**src/hw/rtl/kpi_pkg.sv**
```systemverilog
package kpi_pkg;

    localparam int VAL_W      = 32;
    localparam int POSE_VALS  = 6;
    localparam int LANE_W     = 3;
    localparam int FRAC_W     = 26;
    localparam int FRAC_LO_W  = 13;
    localparam int FC_W       = 18;
    localparam int DUR_W      = 10;
    localparam int STEP_W     = 16;
    localparam int PCNT_W     = 5;
    localparam int DIV_CNT_W  = 5;
    localparam int CFG_ADDR_W = 1;

    localparam logic [PCNT_W-1:0] PART_COUNT_RST = 5'd1;
    localparam logic [STEP_W-1:0] FRAME_STEP_RST = 16'd51;

    typedef enum logic [1:0] {
        FN_POSE = 2'd0,
        FN_DUR  = 2'd1,
        FN_HDR  = 2'd2,
        FN_TICK = 2'd3
    } t_func;

    typedef enum logic [CFG_ADDR_W-1:0] {
        CFG_PART_COUNT = 1'b0,
        CFG_FRAME_STEP = 1'b1
    } t_cfg_reg;

    typedef enum logic [2:0] {
        S_IDLE,
        S_MOT,
        S_DUR,
        S_DIV,
        S_RD,
        S_VAL
    } t_state;

    // One pose row: element 0 is pos x, element 5 is rot z.
    typedef logic [POSE_VALS-1:0][VAL_W-1:0] t_pose_row;

    typedef struct packed {
        logic              vld;
        logic [LANE_W-1:0] lane;
        logic [VAL_W-1:0]  v0;
        logic [VAL_W-1:0]  v1;
    } t_lerp_in;

    typedef struct packed {
        logic              vld;
        logic [LANE_W-1:0] lane;
        logic [VAL_W-1:0]  value;
    } t_lerp_out;

endpackage

```
**src/hw/rtl/kpi_div.sv**
```systemverilog
module kpi_div (
    input  logic                        i_clk,
    input  logic                        i_rst_n,
    input  logic                        i_start,
    input  logic [kpi_pkg::FRAC_W-1:0]  i_num,
    input  logic [kpi_pkg::DUR_W-1:0]   i_den,
    output logic                        o_done,
    output logic [kpi_pkg::FRAC_W-1:0]  o_quo
);

    logic                           r_busy;
    logic                           r_done;
    logic [kpi_pkg::DIV_CNT_W-1:0]  r_cnt;
    logic [kpi_pkg::DUR_W-1:0]      r_rem;
    logic [kpi_pkg::DUR_W-1:0]      r_den;
    logic [kpi_pkg::FRAC_W-1:0]     r_quo;
    logic [kpi_pkg::DUR_W:0]        trial;
    logic                           ge;

    // Restoring division, one quotient bit per cycle.
    assign trial = {r_rem, r_quo[kpi_pkg::FRAC_W-1]};
    assign ge    = trial >= {1'b0, r_den};

    always_ff @(posedge i_clk) begin
        if (!i_rst_n) begin
            r_busy <= 1'b0;
            r_done <= 1'b0;
            r_cnt  <= '0;
        end else begin
            r_done <= 1'b0;
            if (i_start) begin
                r_busy <= 1'b1;
                r_cnt  <= '0;
            end else if (r_busy) begin
                r_cnt <= r_cnt + 1'b1;
                if (r_cnt == kpi_pkg::DIV_CNT_W'(kpi_pkg::FRAC_W - 1)) begin
                    r_busy <= 1'b0;
                    r_done <= 1'b1;
                end
            end
        end
    end

    always_ff @(posedge i_clk) begin
        if (i_start) begin
            r_rem <= '0;
            r_den <= i_den;
            r_quo <= i_num;
        end else if (r_busy) begin
            r_rem <= ge ? kpi_pkg::DUR_W'(trial - {1'b0, r_den})
                        : trial[kpi_pkg::DUR_W-1:0];
            r_quo <= {r_quo[kpi_pkg::FRAC_W-2:0], ge};
        end
    end

    assign o_done = r_done;
    assign o_quo  = r_quo;

endmodule

```
**config.mk**
```make
export PLATFORM = sky130hd
export DESIGN_NAME = kpi_div
export DESIGN_NICKNAME = d
export VERILOG_FILES = /design/src/hw/rtl/kpi_pkg.sv /design/src/hw/rtl/kpi_div.sv
export SDC_FILE = /design/constraint.sdc
export NUM_CORES = 1
export LEC_CHECK = 0
export ABC_AREA = 1
export BUFFER_PORTS_ARGS = -buffer_cell sky130_fd_sc_hd__buf_2
export CAP_MARGIN = 15
export CORE_ASPECT_RATIO = 1.2
export CORE_MARGIN = 2
export CORE_UTILIZATION = 25
export DETAILED_ROUTE_END_ITERATION = 10
export PLACE_DENSITY = 0.52
export SYNTH_ARGS = -nofsm -noshare
export SYNTH_HDL_FRONTEND = slang
export SYNTH_SLANG_ARGS = --single-unit
```
**constraint.sdc**
```tcl
create_clock -name i_clk -period 1.7 [get_ports i_clk]
set_input_delay 0 -clock i_clk [delete_from_list [all_inputs] [get_ports i_clk]]
set_output_delay 0 -clock i_clk [all_outputs]
set_load 0.05 [all_outputs]
```
# Yosys cells after proc, flatten, opt, wreduce, memory -nomap -nowiden
# Index checks and enable logic that the tools add are counted.
word_totals:
  ff_bits: 53
  elab_cells: 22
op_classes:
  add_sub_neg: 2
  order_cmp: 1
  n_eq_ne: 1
  n_mux: 7
  bitwise_logic: 2
  reduce_logical: 3
ops:
  columns: ["operator", "count"]
  rows:
  - ["$mux 26", 2]
  - ["$ge 11x10->1", 1]
  - ["$mux 10", 1]
  - ["$sub 10x10->10", 1]
  - ["$add 5x1->5 const B", 1]
  - ["$eq 5x5->1 const B", 1]
  - ["$mux 1", 4]
  - ["$reduce_or 3->1", 1]
  - ["$not 1->1", 2]
  - ["$reduce_bool 2->1", 1]
  - ["$reduce_or 2->1", 1]

# Depth between registers and ports, before layout
logic_depth:
  depth_word: 4
  mapped_depth: 13
  mapped_depth_nobuf: 13

# Least setup slack after synthesis
# No wires, ideal clock.
synth_timing:
  path_type: "reg-to-reg"
  from: "reg r_quo (netlist bit o_quo[25])"
  to: "reg r_rem[8] (netlist name)"
  setup_ns: 0.113
  arrival_time_ns: 1.876
  required_ns: 1.587
  setup_slack_ns: -0.289
  path_stages_with_launch: 13
  synth_period_minus_slack_ns: 1.989
  cell_sequence: "edfxtp_1 > inv_1 > ha_1 > inv_1 > fa_1 > nand3_1 > nand2_1 > nand2_1 > nand3b_1 > nand2_1 > nand2_1 > nand3_1 > nand2_1"
synth_between:
  elab_chain_len: 2
synth_rtl:
  columns: ["item", "line_no", "source"]
  rows:
  - ["from (decl)", "kpi_div.sv:16", "logic [kpi_pkg::FRAC_W-1:0] r_quo;"]
  - ["from (signal assigned)", "kpi_div.sv:48", "r_quo <= i_num;"]
  - ["from (signal assigned)", "kpi_div.sv:52", "r_quo <= {r_quo[kpi_pkg::FRAC_W-2:0], ge};"]
  - ["$sub 10x10->10 / $ge 11x10->1 (equally long branches)", "kpi_div.sv:50, kpi_div.sv:22", null]
  - ["$mux 10 (*)", "kpi_div.sv:50", "r_rem <= ge ? kpi_pkg::DUR_W'(trial - {1'b0, r_den})"]
  - ["to (signal assigned)", "kpi_div.sv:50", null]
  - ["to (decl)", "kpi_div.sv:14", "logic [kpi_pkg::DUR_W-1:0] r_rem;"]
# Every way passes the cells marked *; elsewhere a longest branch is shown, timed or not.
# A chain may end at the register's enable or synchronous reset.

# Final worst setup path
layout_timing:
  from: "reg r_den[0] (netlist name)"
  to: "reg r_rem[7] (netlist name)"
layout_between:
  elab_chain_len: 2
layout_rtl:
  columns: ["item", "line_no", "source"]
  rows:
  - ["from (decl)", "kpi_div.sv:15", "logic [kpi_pkg::DUR_W-1:0] r_den;"]
  - ["from (signal assigned)", "kpi_div.sv:47", "r_den <= i_den;"]
  - ["$sub 10x10->10 / $ge 11x10->1 (equally long branches)", "kpi_div.sv:50, kpi_div.sv:22", null]
  - ["$mux 10 (*)", "kpi_div.sv:50", null]
# Marks and branches as above.

==> results.txt <==
Counting instances in the post-synthesis netlist gives the leading cell types as nand2_1 (143), inv_1 (41), edfxtp_1 (36). The wire-length estimate of the detail-placed layout is between 4 and 5 mm. The number of placed I/O pins is 66. The met1 layer usage reported by global route is 0.1469. The number of buffer and inverter stages on the critical path came out at 1. Of the synthesized area, sequential elements account for 0.5117.

The cell type contributing the most total cell area after synthesis is edfxtp_1. The reported leakage power is 0.002123 uW. The final setup violation count is 2. The instance count along the most critical hold path came out at 3. The vertical die dimension came out at 119.5 um. The worst register-to-register path begins at r_den[0].

The average wire length per cell after detail routing is 11.88 um. For the finished layout, the period the worst path requires is 1.715 ns. On the worst path, the slowest cell contributes a delay of 0.41 ns. The startpoint identified for the worst hold timing path is i_num[16].

The worst-case reg-to-reg path depth is 11. Detailed routing inserted a total of between 2000 and 3000 vias. The number of vias per cell after detailed routing is ~4.4.

The largest net degree at the start of global routing is 34. The per-instance average area after synthesis is about 8 um^2. In this run the register-to-register setup slack is -0.01 ns. For hold timing, the worst endpoint is o_quo[16]. The checks that failed: setup timing. The DRC violation total after the first TritonRoute iteration came out at 84.

The worst min-delay path class is in2reg. Of all flip-flops after synthesis, the portion carrying an async set or reset was 0. The power after layout is 3587 uW. The count of buffers added on input and output ports is 65. Setup repair after global routing could not meet its margin everywhere.

The met2 usage came out at 0.2143. Counting along the longest clock path gives a buffer depth of 2. The remaining global-route overflow is 0. The peak supply drop is 568.2 uV. The power density over cell area came out at 815.6 nW/um^2. The final RePlAce weighted congestion came out at 0.8630. The pin slew with the least headroom to its limit is 0.5187 ns. The count of final max-slew check failures came out at 0.

The final worst setup slack is -0.01458 ns. The starting density of the core is 0.2541. The total number of H-tree levels is 2. The most numerous cell type found on the critical path is nor2_4.

TritonCTS built the clock tree. Across the run, the number of max-cap violations was 0. Dividing the final minimum period by the clock period gives 1.009. The diode insertion count for antenna repair is 0.

The number of antenna violations at the first check in global routing came out at 0. In the synthesized netlist, the number of instances is 337. The layout-stage area growth over the synthesis result is 58.33%.

The clock slew at the register clock pins of the worst setup and hold paths came out at roughly 0.07 ns. The global-route wire length before repair is 11.92 mm. The family of cells with the greatest summed delay on the critical path is simple AND/OR/NAND/NOR gates. In this run the critical register-to-register path is captured at r_rem[7]. Among all cell types in the netlist, the one instantiated most often is nand2_1. CTS placed an instance of clkbuf_16 at the clock tree root. In the final layout, the share of cells above drive strength 1 is 0.3774.

The global-route met3 utilization is 0.02113. The flow ran to the end, but the final reports show violations. The share of Yosys cell area claimed by the top area cell type is 0.3892. The number of remaining DRC errors came out at 0. The maximum clock frequency came out at 583.2 MHz. The count of nets left with antenna violations after detail routing came out at 0.

STA classifies the critical path endpoint as a register. The critical path goes through ha_4 -> nand2_2 -> nor2_4 -> nand2_2 -> nor2_4 -> nor2_4 -> buf_12 -> nand2_8 -> nand2_1 -> nand3_1 -> nand2_1. The total clock sinks came out at 53.

The core outline area is 10930 um^2. The worst setup path is launched from a register. The number of placement rows came out at 42.

The via count of the first global-routing pass came out at 2712. For the final database, setup skew stands at 0.006051 ns. Yosys mapped a number of flops with a built-in enable equal to 36. The final-report hold violation count was 0.

After the last flow step, the layout net total stands at about 530. The post-synth net total is 389. The aggregate routed wire length came out at between 7 and 8 mm. The global-route layer with the greatest usage is met2.

Along the worst path, the maximum fanout reaches 5. The overall die area came out at 11970 um^2. After synthesis, the netlist uses 31 different library cells.

The synthesized area came out at 2778 um^2. The number of buffers created by CTS is 5. The first-pass iteration count of the detailed router came out at 4. The required time of the critical path is 1.89 ns. The most common flop cell mapped by yosys is edfxtp_1.

The signal arrival time at the worst endpoint is 1.90 ns. The die width is 100.2 um. The hold slack is 0.0004039 ns. The synthesized flop and latch total came out at 53. The relative max-transition margin came out at 0.6529. The worst-path cell with the longest stage delay is edfxtp_1. By area the synthesized netlist is led by edfxtp_1 (39%), nand2_1 (19%), dfxtp_1 (12%). The startpoint-to-endpoint class of the critical path is reg2reg. The total global-route track usage is 0.1219. The source-to-sink clock delay at the later pin of the worst-skew pair came out at roughly 0.29 ns. The number of warning messages in the yosys log is 0. The number of stages on the worst setup path is 11.
## sequential cells by signal, indices dropped and copies added (netlist names)
name / cells
o_quo: 26
r_rem: 10
r_cnt: 5
r_busy: 1
r_den: 10
o_done: 1
## how the worst max path moves through the flow
stage / from / endpoint
after floorplan: o_quo[25] / r_rem[8]
after global placement: r_den[4] / o_quo[0]
after detailed placement: r_den[6] / r_rem[9]
after CTS: r_den[2] / r_rem[0]
after global routing: r_den[0] / r_rem[7]
final: r_den[0] / r_rem[7]
## what timing repair did
action | CTS | global route
resized for setup | 18 | 51
setup endpoints to repair | 11 | 11
gates cloned | 0 | 1
hold buffers | 35 | 0
pin swaps | 3 | 20
hold endpoints to repair | 35 | 0
buffers inserted | 2 | 7
## cell type report
type                    instances  area [um^2]
inverters                      42        160.2
multi-input cells             235         1480
flip-flops and latches         53         1421
repair buffers                139         1003
clock buffers                   8        167.7
well taps                     132        165.2
fillers                      1105         6533
## worst register-to-register path, stage by stage (launching register included)
cell,delay [ns]
edfxtp_1,0.41
ha_4,0.31
nand2_2,0.06
nor2_4,0.13
nand2_2,0.08
nor2_4,0.13
nor2_4,0.07
buf_12,0.14
nand2_8,0.08
nand2_1,0.07
nand3_1,0.08
nand2_1,0.05
## metrics by stage
stage / cell area [um^2] / setup slack (ns) / TNS, ns / util / std cells
6_report: 4398 / -0.01458 / -0.02026 / 0.4024 / 609
5_1_grt: 4398 / -0.1090 / -0.8902 / 0.4024 / 609
2_1_floorplan: 2816 / -0.1736 / -1.293 / - / 337
3_5_place_dp: 3483 / -0.05978 / -0.4425 / 0.3187 / 556
4_1_cts: 4146 / 0.0005369 / 0 / 0.3794 / 601
3_3_place_gp: 3483 / -0.04927 / -0.1371 / 0.3187 / 556
## report_power, final
part           switching [uW]  internal (uW)  total (uW)
Sequential               58.4           1490        1550
Combinational             553            358         911
Clock                     450            677        1130
Total                    1060           2530        3590
## logic make-up after synthesis
kind of cell | after synthesis | synth area share
AND/OR/NAND/NOR | 201 | 0.3090
adder cells (fa/ha/maj) | 13 | 0.06126
XOR/XNOR | 3 | 0.009461
AO/OA/AOI/OAI | 17 | 0.03423
flip-flops | 53 | 0.5117
buffers and inverters | 50 | 0.07432
## layer usage
metal	part of all wire	wire, um	vias up
met4	0.026	185	0
li1	-	-	1359
met1	0.43	3091	1236
met5	0	0	-
met2	0.50	3638	74
met3	0.044	319	16
## cells in the final DEF, fill, tap and decap left out, types with 4 or more instances in the layout
master | synthesis | final
nand2_1 | 143 | 123
dfxtp_1 | 17 | 17
ha_4 | 0 | 10
nand2_4 | 0 | 6
buf_2 | 0 | 65
nand3_2 | 4 | 10
nand3b_1 | 6 | 6
inv_1 | 41 | 31
nor2_4 | 0 | 4
nor2_1 | 15 | 10
inv_2 | 1 | 10
dlygate4sd3_1 | 0 | 35
clkbuf_16 | 0 | 6
buf_6 | 2 | 4
a21oi_1 | 7 | 4
nand3_1 | 18 | 12
edfxtp_1 | 36 | 36
nand2_2 | 4 | 17
buf_4 | 1 | 33
o21ai_1 | 3 | 5
Note: power is estimated with default switching activity, not from simulation.
