`config.mk`:
```
export PLATFORM = sky130hd
export DESIGN_NAME = kpi_lerp
export DESIGN_NICKNAME = d
export VERILOG_FILES = /design/src/hw/rtl/kpi_pkg.sv /design/src/hw/rtl/kpi_lerp.sv
export SDC_FILE = /design/constraint.sdc
export NUM_CORES = 2
export LEC_CHECK = 0
export BUFFER_PORTS_ARGS = -buffer_cell sky130_fd_sc_hd__buf_4
export CAP_MARGIN = 20
export CORE_ASPECT_RATIO = 0.75
export CORE_MARGIN = 4
export CORE_UTILIZATION = 40
export DETAILED_ROUTE_END_ITERATION = 10
export GPL_TIMING_DRIVEN = 0
export PLACE_DENSITY_LB_ADDON = 0.1
export SLEW_MARGIN = 30
export SYNTH_ARGS = -nofsm -noshare
export SYNTH_HDL_FRONTEND = slang
export SYNTH_SLANG_ARGS = --single-unit
```
`constraint.sdc`:
```
create_clock -name i_clk -period 11.6 [get_ports i_clk]
set_input_delay 0 -clock i_clk [delete_from_list [all_inputs] [get_ports i_clk]]
set_output_delay 0 -clock i_clk [all_outputs]
set_load 0.005 [all_outputs]
```
`src/hw/rtl/kpi_pkg.sv`:
```
package kpi_pkg;

    localparam int VAL_W      = 32;
    localparam int POSE_VALS  = 6;
    localparam int LANE_W     = 3;
    localparam int FRAC_W     = 26;
    localparam int FRAC_LO_W  = 13;
    localparam int FC_W       = 18;
    localparam int DUR_W      = 10;
    localparam int STEP_W     = 16;
    localparam int PCNT_W     = 5;
    localparam int DIV_CNT_W  = 5;
    localparam int CFG_ADDR_W = 1;

    localparam logic [PCNT_W-1:0] PART_COUNT_RST = 5'd1;
    localparam logic [STEP_W-1:0] FRAME_STEP_RST = 16'd51;

    typedef enum logic [1:0] {
        FN_POSE = 2'd0,
        FN_DUR  = 2'd1,
        FN_HDR  = 2'd2,
        FN_TICK = 2'd3
    } t_func;

    typedef enum logic [CFG_ADDR_W-1:0] {
        CFG_PART_COUNT = 1'b0,
        CFG_FRAME_STEP = 1'b1
    } t_cfg_reg;

    typedef enum logic [2:0] {
        S_IDLE,
        S_MOT,
        S_DUR,
        S_DIV,
        S_RD,
        S_VAL
    } t_state;

    // One pose row: element 0 is pos x, element 5 is rot z.
    typedef logic [POSE_VALS-1:0][VAL_W-1:0] t_pose_row;

    typedef struct packed {
        logic              vld;
        logic [LANE_W-1:0] lane;
        logic [VAL_W-1:0]  v0;
        logic [VAL_W-1:0]  v1;
    } t_lerp_in;

    typedef struct packed {
        logic              vld;
        logic [LANE_W-1:0] lane;
        logic [VAL_W-1:0]  value;
    } t_lerp_out;

endpackage

```
`src/hw/rtl/kpi_lerp.sv`:
```
module kpi_lerp (
    input  logic                        i_clk,
    input  logic                        i_rst_n,
    input  kpi_pkg::t_lerp_in           i_in,
    input  logic [kpi_pkg::FRAC_W-1:0]  i_frac,
    output kpi_pkg::t_lerp_out          o_out
);

    localparam int DW = kpi_pkg::VAL_W + 1;
    localparam int MW = DW + kpi_pkg::FRAC_LO_W + 1;
    localparam int HI_W = kpi_pkg::FRAC_W - kpi_pkg::FRAC_LO_W;
    localparam int AW = 48;

    logic                          r_s1_vld;
    logic [kpi_pkg::LANE_W-1:0]    r_s1_lane;
    logic [kpi_pkg::VAL_W-1:0]     r_s1_v0;
    logic signed [DW-1:0]          r_s1_d;

    logic                          r_s2_vld;
    logic [kpi_pkg::LANE_W-1:0]    r_s2_lane;
    logic [kpi_pkg::VAL_W-1:0]     r_s2_v0;
    logic signed [DW-1:0]          r_s2_d;
    logic signed [MW-1:0]          r_s2_plo;

    logic                          r_s3_vld;
    logic [kpi_pkg::LANE_W-1:0]    r_s3_lane;
    logic [kpi_pkg::VAL_W-1:0]     r_s3_v0;
    logic signed [MW-1:0]          r_s3_plo;
    logic signed [MW-1:0]          r_s3_phi;

    logic signed [kpi_pkg::FRAC_LO_W:0] frac_lo;
    logic signed [HI_W:0]               frac_hi;
    logic signed [DW-1:0]               diff;
    logic [AW-1:0]                      acc;

    assign frac_lo = {1'b0, i_frac[kpi_pkg::FRAC_LO_W-1:0]};
    assign frac_hi = {1'b0, i_frac[kpi_pkg::FRAC_W-1:kpi_pkg::FRAC_LO_W]};
    assign diff    = $signed({i_in.v1[kpi_pkg::VAL_W-1], i_in.v1})
                   - $signed({i_in.v0[kpi_pkg::VAL_W-1], i_in.v0});

    always_ff @(posedge i_clk) begin
        if (!i_rst_n) begin
            r_s1_vld <= 1'b0;
            r_s2_vld <= 1'b0;
            r_s3_vld <= 1'b0;
        end else begin
            r_s1_vld <= i_in.vld;
            r_s2_vld <= r_s1_vld;
            r_s3_vld <= r_s2_vld;
        end
    end

    always_ff @(posedge i_clk) begin
        r_s1_lane <= i_in.lane;
        r_s1_v0   <= i_in.v0;
        r_s1_d    <= diff;
        r_s2_lane <= r_s1_lane;
        r_s2_v0   <= r_s1_v0;
        r_s2_d    <= r_s1_d;
        r_s2_plo  <= MW'(r_s1_d * frac_lo);
        r_s3_lane <= r_s2_lane;
        r_s3_v0   <= r_s2_v0;
        r_s3_plo  <= r_s2_plo;
        r_s3_phi  <= MW'(r_s2_d * frac_hi);
    end

    // Only bits [47:16] of the rounded product matter, so sum modulo 2^48.
    assign acc = {r_s3_phi[AW-kpi_pkg::FRAC_LO_W-1:0], {kpi_pkg::FRAC_LO_W{1'b0}}}
               + AW'(r_s3_plo) + AW'(32768);

    always_comb begin
        o_out.vld   = r_s3_vld;
        o_out.lane  = r_s3_lane;
        o_out.value = r_s3_v0 + acc[AW-1:16];
    end

endmodule

```
Yosys cells after proc, flatten, opt, wreduce, memory -nomap -nowiden

Index checks and enable logic that the tools add are counted.

Register bits after elaboration: 303
Latch bits: 0
RAM bits: 0
Bits in read-only memories: 0
Input bits: 96
Output and inout bits: 36
Logic and storage cells: 20
Memories: 0

Add/sub/neg operators: 4
Multiply operators: 2
Div/mod/pow operators: 0
Order comparisons: 0
Eq/ne operators: 0
Shift-type cells: 0
Muxes and demuxes: 0
Bitwise logic cells: 0
Reductions and logical operators: 0

Operators by type and width:

| operator                                       | number |
|---|---|
| adder 48 x 16 -> 48 bit, second input constant | 1 |
| adder 48 bit                                   | 1 |
| multiplier 33 x 14 -> 47 bit                   | 1 |
| multiplier 33 x 14 -> 35 bit                   | 1 |
| subtractor 32 x 32 -> 33 bit                   | 1 |
| adder 32 bit                                   | 1 |

Longest topological paths before layout

Word-level depth: 3
Gate-level depth with buffers: 24
Gate-level depth less buffers: 23

Least setup slack after synthesis

No wires, ideal clock.

Path kind: reg-to-reg
From: reg r_s2_d[16]
To: reg r_s3_phi[31]
Setup time: 0.065 ns
Data arrival time: 5.914 ns
Data required time: 11.535 ns
Setup slack: 5.621 ns
Stages on the path, launching flop included: 22
Path buffers: 1
Period minus slack after synthesis: 5.979 ns
Path through: dfxtp_1 > clkbuf_1 > nand2_1 > fa_1 > inv_1 > fa_1 > fa_1 > fa_1 > fa_1 > inv_1 > fa_1 > inv_1 > ha_1 > a21o_1 > a21o_1 > a221o_1 > nor3b_1 > a221oi_2 > a41oi_2 > a21oi_2 > or4b_1 > nand4b_1

Cells in the longest elaborated chain, start to end: 1

Ends and longest elaborated chain:

| item                         | RTL line       | text |
|---|---|---|
| start: declaration           | kpi_lerp.sv:22 | `logic signed [DW-1:0] r_s2_d;` |
| start signal: assignment     | kpi_lerp.sv:59 | `r_s2_d <= r_s1_d;` |
| multiplier 33 x 14 -> 35 bit | kpi_lerp.sv:64 | `r_s3_phi <= MW'(r_s2_d * frac_hi);` |
| end signal: assignment       | kpi_lerp.sv:64 |  |
| end: declaration             | kpi_lerp.sv:29 | `logic signed [MW-1:0] r_s3_phi;` |

Every way passes these cells.
A chain may end at the register's enable or synchronous reset.

Worst setup path in the final report

From: reg r_s1_d[4]
To: reg r_s2_plo[46]

Cells in the longest elaborated chain, start to end: 1

Ends and longest elaborated chain:

| item                         | RTL line       | text |
|---|---|---|
| start: declaration           | kpi_lerp.sv:17 | `logic signed [DW-1:0] r_s1_d;` |
| start signal: assignment     | kpi_lerp.sv:56 | `r_s1_d <= diff;` |
| multiplier 33 x 14 -> 47 bit | kpi_lerp.sv:60 | `r_s2_plo <= MW'(r_s1_d * frac_lo);` |
| end signal: assignment       | kpi_lerp.sv:60 |  |
| end: declaration             | kpi_lerp.sv:23 | `logic signed [MW-1:0] r_s2_plo;` |

Every way passes these cells.

==> flow_summary.ini <==
[floorplan]
initial_core_util_pct = 40.41
core-area_um2 = 89740
core.rowCount = 95
die_h_um = 268.8
io-pin-count = 132
die_w_um = 355.7
dieArea_um2 = 95590

[drt]
drtPass1Iterations = 5
ant_nets = 0
vias = 26256
drt_iter0_drc = 1770
routed_via_density = 4.883
wl_per_cell_um = 20.19
wl_mm = 108.5
drc = 0

[worst_setup_path]
crit_path_max_incr_delay_ns = 0.71
cp_slowest_cell = a21oi_1
crit_path_max_fanout = 10
cp_common_cell = fa_1
endpoint_kind = flop
cp_cell_sequence = clkbuf_1 > nand2_1 > fa_1 > inv_1 > fa_1 > fa_1 > fa_1 > fa_1 > inv_1 > fa_1 > inv_1 > ha_1 > and4_1 > o2111ai_1 > a21oi_1 > o21ai_2 > a21boi_1 > o211ai_1 > o21bai_1 > a41oi_1 > xnor2_1
ff2ff_path_depth = 21
worst-path-stages = 21
critPathTopFamily = adder cells
worstPathArrival_ns = 8.46
worst-path-buf-inv = 4
criticalPathCategory = flop to flop
required_ns = 12.04
start_kind = flop

[global_routing]
grt_antenna_before_repair = 7
grt-ovfl-total = 0
grt_max_degree = 16
track_usage_pct = 23.39
grt_pass1_vias = 27010
grt_pass1_wl_mm = 167.8

[yosys]
synth.top_cell.area_share_pct = 37.37
synth-seq-cells = 277
synth_common_cells = inv_1 (805), fa_1 (677), nand2_1 (536), and2_1 (337), ha_1 (317)
synth_edf_count = 0
ys_types = 74
yosys.area_share.xor_xnor_pct = 4.009
avgSynthCellArea_um2 = 9.275
yosysMostFrequentCell = inv_1
async_flop_share_pct = 0
synth_flop_cell = dfxtp_1
synth_top_family_by_area = adder cells
yosysWarnings = 0
synthTopCellsByArea = fa_1 (37%), dfxtp_1 (15%), ha_1 (11%), inv_1 (8.3%), and2_1 (5.8%)
synth-compound-area-share_pct = 7.397
seq_area_frac_synth_pct = 15.29
synth_fa_ha_area_share_pct = 48.31
yosys.area_share.simple_pct = 15.14
synth_cells = 3910
syn_nets = 5000
synth_top_cell_by_area = fa_1
synth_mux_area_share_pct = 0.05520
syn_area_um2 = 36260

[clock_tree]
htree_levels = 1
clock_latency_ns = 0.59
cts-buffers-inserted = 27
root_buffer = clkbuf_16
clk_pin_slew_worst_paths_ns = 0.06
ctsLongestPathBuffers = 3
cts_setup_buffers = 0
cts_tree = built
post_cts_resize_count = 0
clkSinkCount = 277

[placed_design]
portBuffers = 129
hpwl_mm = 93.12
place_congestion = 0.8844
dp_cells = 5251

[timing]
setup_viol = 0
tns_ns = 0
fin_crit_ns = 8.021
hold_viol_final = 0
fmaxAchievable_mhz = 124.7
period_share_pct = 69.15
max-slew-margin-rel_pct = 38.25
worst_pin_slew_ns = 0.9263
rsz0062_at_grt = no
finalMaxSlewViolations = 0
clock_skew_ns = 0.03805

[status]
outcome = complete, no violations

[hold_path]
hold_path_depth = 2
hp-class = primary input to flop

[final_layout]
nets = 5230
multiInputGateArea_um2 = 27160
fin_util_pct = 45.02
regArea_um2 = 5545
layout.cells.non_filler = 5377
drive_above_1_share_pct = 5.072
synthToLayoutAreaGrowth_pct = 11.41
n_fill_cell = 8855

[run]
max-cap-violations = 0
==> kinds of logic (layout without fill, tap and decap cells) <==
| kind of cell | after synthesis | count (layout) |
|---|---|---|
| muxes | 2 | 2 |
| other | 0 | 5 |
| adders and majority gates | 994 | 994 |
| buffers and inverters | 946 | 1196 |
| AOI/OAI and AO/OA | 396 | 396 |
| xor gates and xnor gates | 166 | 166 |
| and+or+nand+nor | 1129 | 1129 |
| DFF | 277 | 277 |
==> layout make-up <==
type | instances | share of cell area (%)
Timing Repair Buffer | 201 | 4.181
Tap cell | 1212 | 3.753
Buffer | 141 | 1.329
Inverter | 805 | 7.479
Multi-Input combinational cell | 2687 | 67.24
Antenna cell | 5 | 0.03097
Clock inverter | 13 | 0.3592
Sequential cell | 277 | 13.73
Clock buffer | 36 | 1.905
==> path summary, 6_finish.rpt <==
| path | startpoint | endpoint | slack, ns |
|---|---|---|---|
| max | r_s1_d[4] | r_s2_plo[46] | 3.58 |
| min | i_in[66] | r_s1_lane[2] | 0.05 |
| max reg2reg | r_s1_d[4] | r_s2_plo[46] | 3.58 |
| min reg2reg | r_s2_plo[17] | r_s3_plo[17] | 0.32 |
==> cells in the final DEF (no fill, tap or decap), types with 19 or more instances in the layout <==
cell,instances
o21bai_1,19
o21ai_0,62
and2_1,337
nor3_1,26
xnor2_1,119
a21o_1,60
ha_1,317
clkbuf_16,27
inv_1,805
nand2_1,536
xor2_1,47
fa_1,677
dlygate4sd3_1,72
o21a_1,29
clkbuf_1,136
buf_4,130
nor2_1,89
a21oi_1,121
dfxtp_1,277
nand3_1,31
nor2b_1,22
==> metal layers <==
layer / track usage (%) / vias to the layer above / routed length, um / part of all wire [%]
li1: - / 12350 / - / -
met1: 36.72 / 13069 / 54490 / 50
met2: 33.41 / 760 / 43400 / 40
met3: 5.045 / 77 / 8894 / 8.2
met4: 3.604 / 0 / 1767 / 1.6
met5: 0 / - / 0 / 0
==> through the flow <==
step	instance area (um^2)	setup WS, ns	hold WS (ns)
global route	40390	3.293	0.02285
global placement	38750	3.724	0.1055
detailed placement	38750	3.752	0.1056
CTS	40390	3.630	0.009494
finish	40400	3.579	0.05113
floorplan	36260	5.621	0.02772
==> worst register-to-register path, cell delays in order, from the launching register on <==
cell and delay (ns):
dfxtp_1 0.63, clkbuf_1 0.67, nand2_1 0.16, fa_1 0.53
inv_1 0.05, fa_1 0.55, fa_1 0.45, fa_1 0.49
fa_1 0.51, inv_1 0.05, fa_1 0.48, inv_1 0.04
ha_1 0.34, and4_1 0.26, o2111ai_1 0.12, a21oi_1 0.71
o21ai_2 0.30, a21boi_1 0.34, o211ai_1 0.20, o21bai_1 0.61
a41oi_1 0.23, xnor2_1 0.17
==> registers in the layout, indices dropped and copies added (netlist names) <==
register and cells:
r_s3_phi 35, r_s2_plo 34, r_s3_plo 34, r_s1_d 33
r_s2_d 33, r_s1_v0 32, r_s2_v0 32, r_s3_v0 32
r_s1_lane 3, r_s2_lane 3, r_s3_lane 3, r_s1_vld 1
r_s2_vld 1, r_s3_vld 1
==> timing repair <==
action | in CTS | in global routing
endpoints found under the hold margin | 66 | 0
hold buffers | 72 | 0
endpoints found under the setup margin | 0 | 0
Power is left out: the tool's default activity adds up to more than one toggle a clock period on the data nets, which glitch-free logic cannot reach.
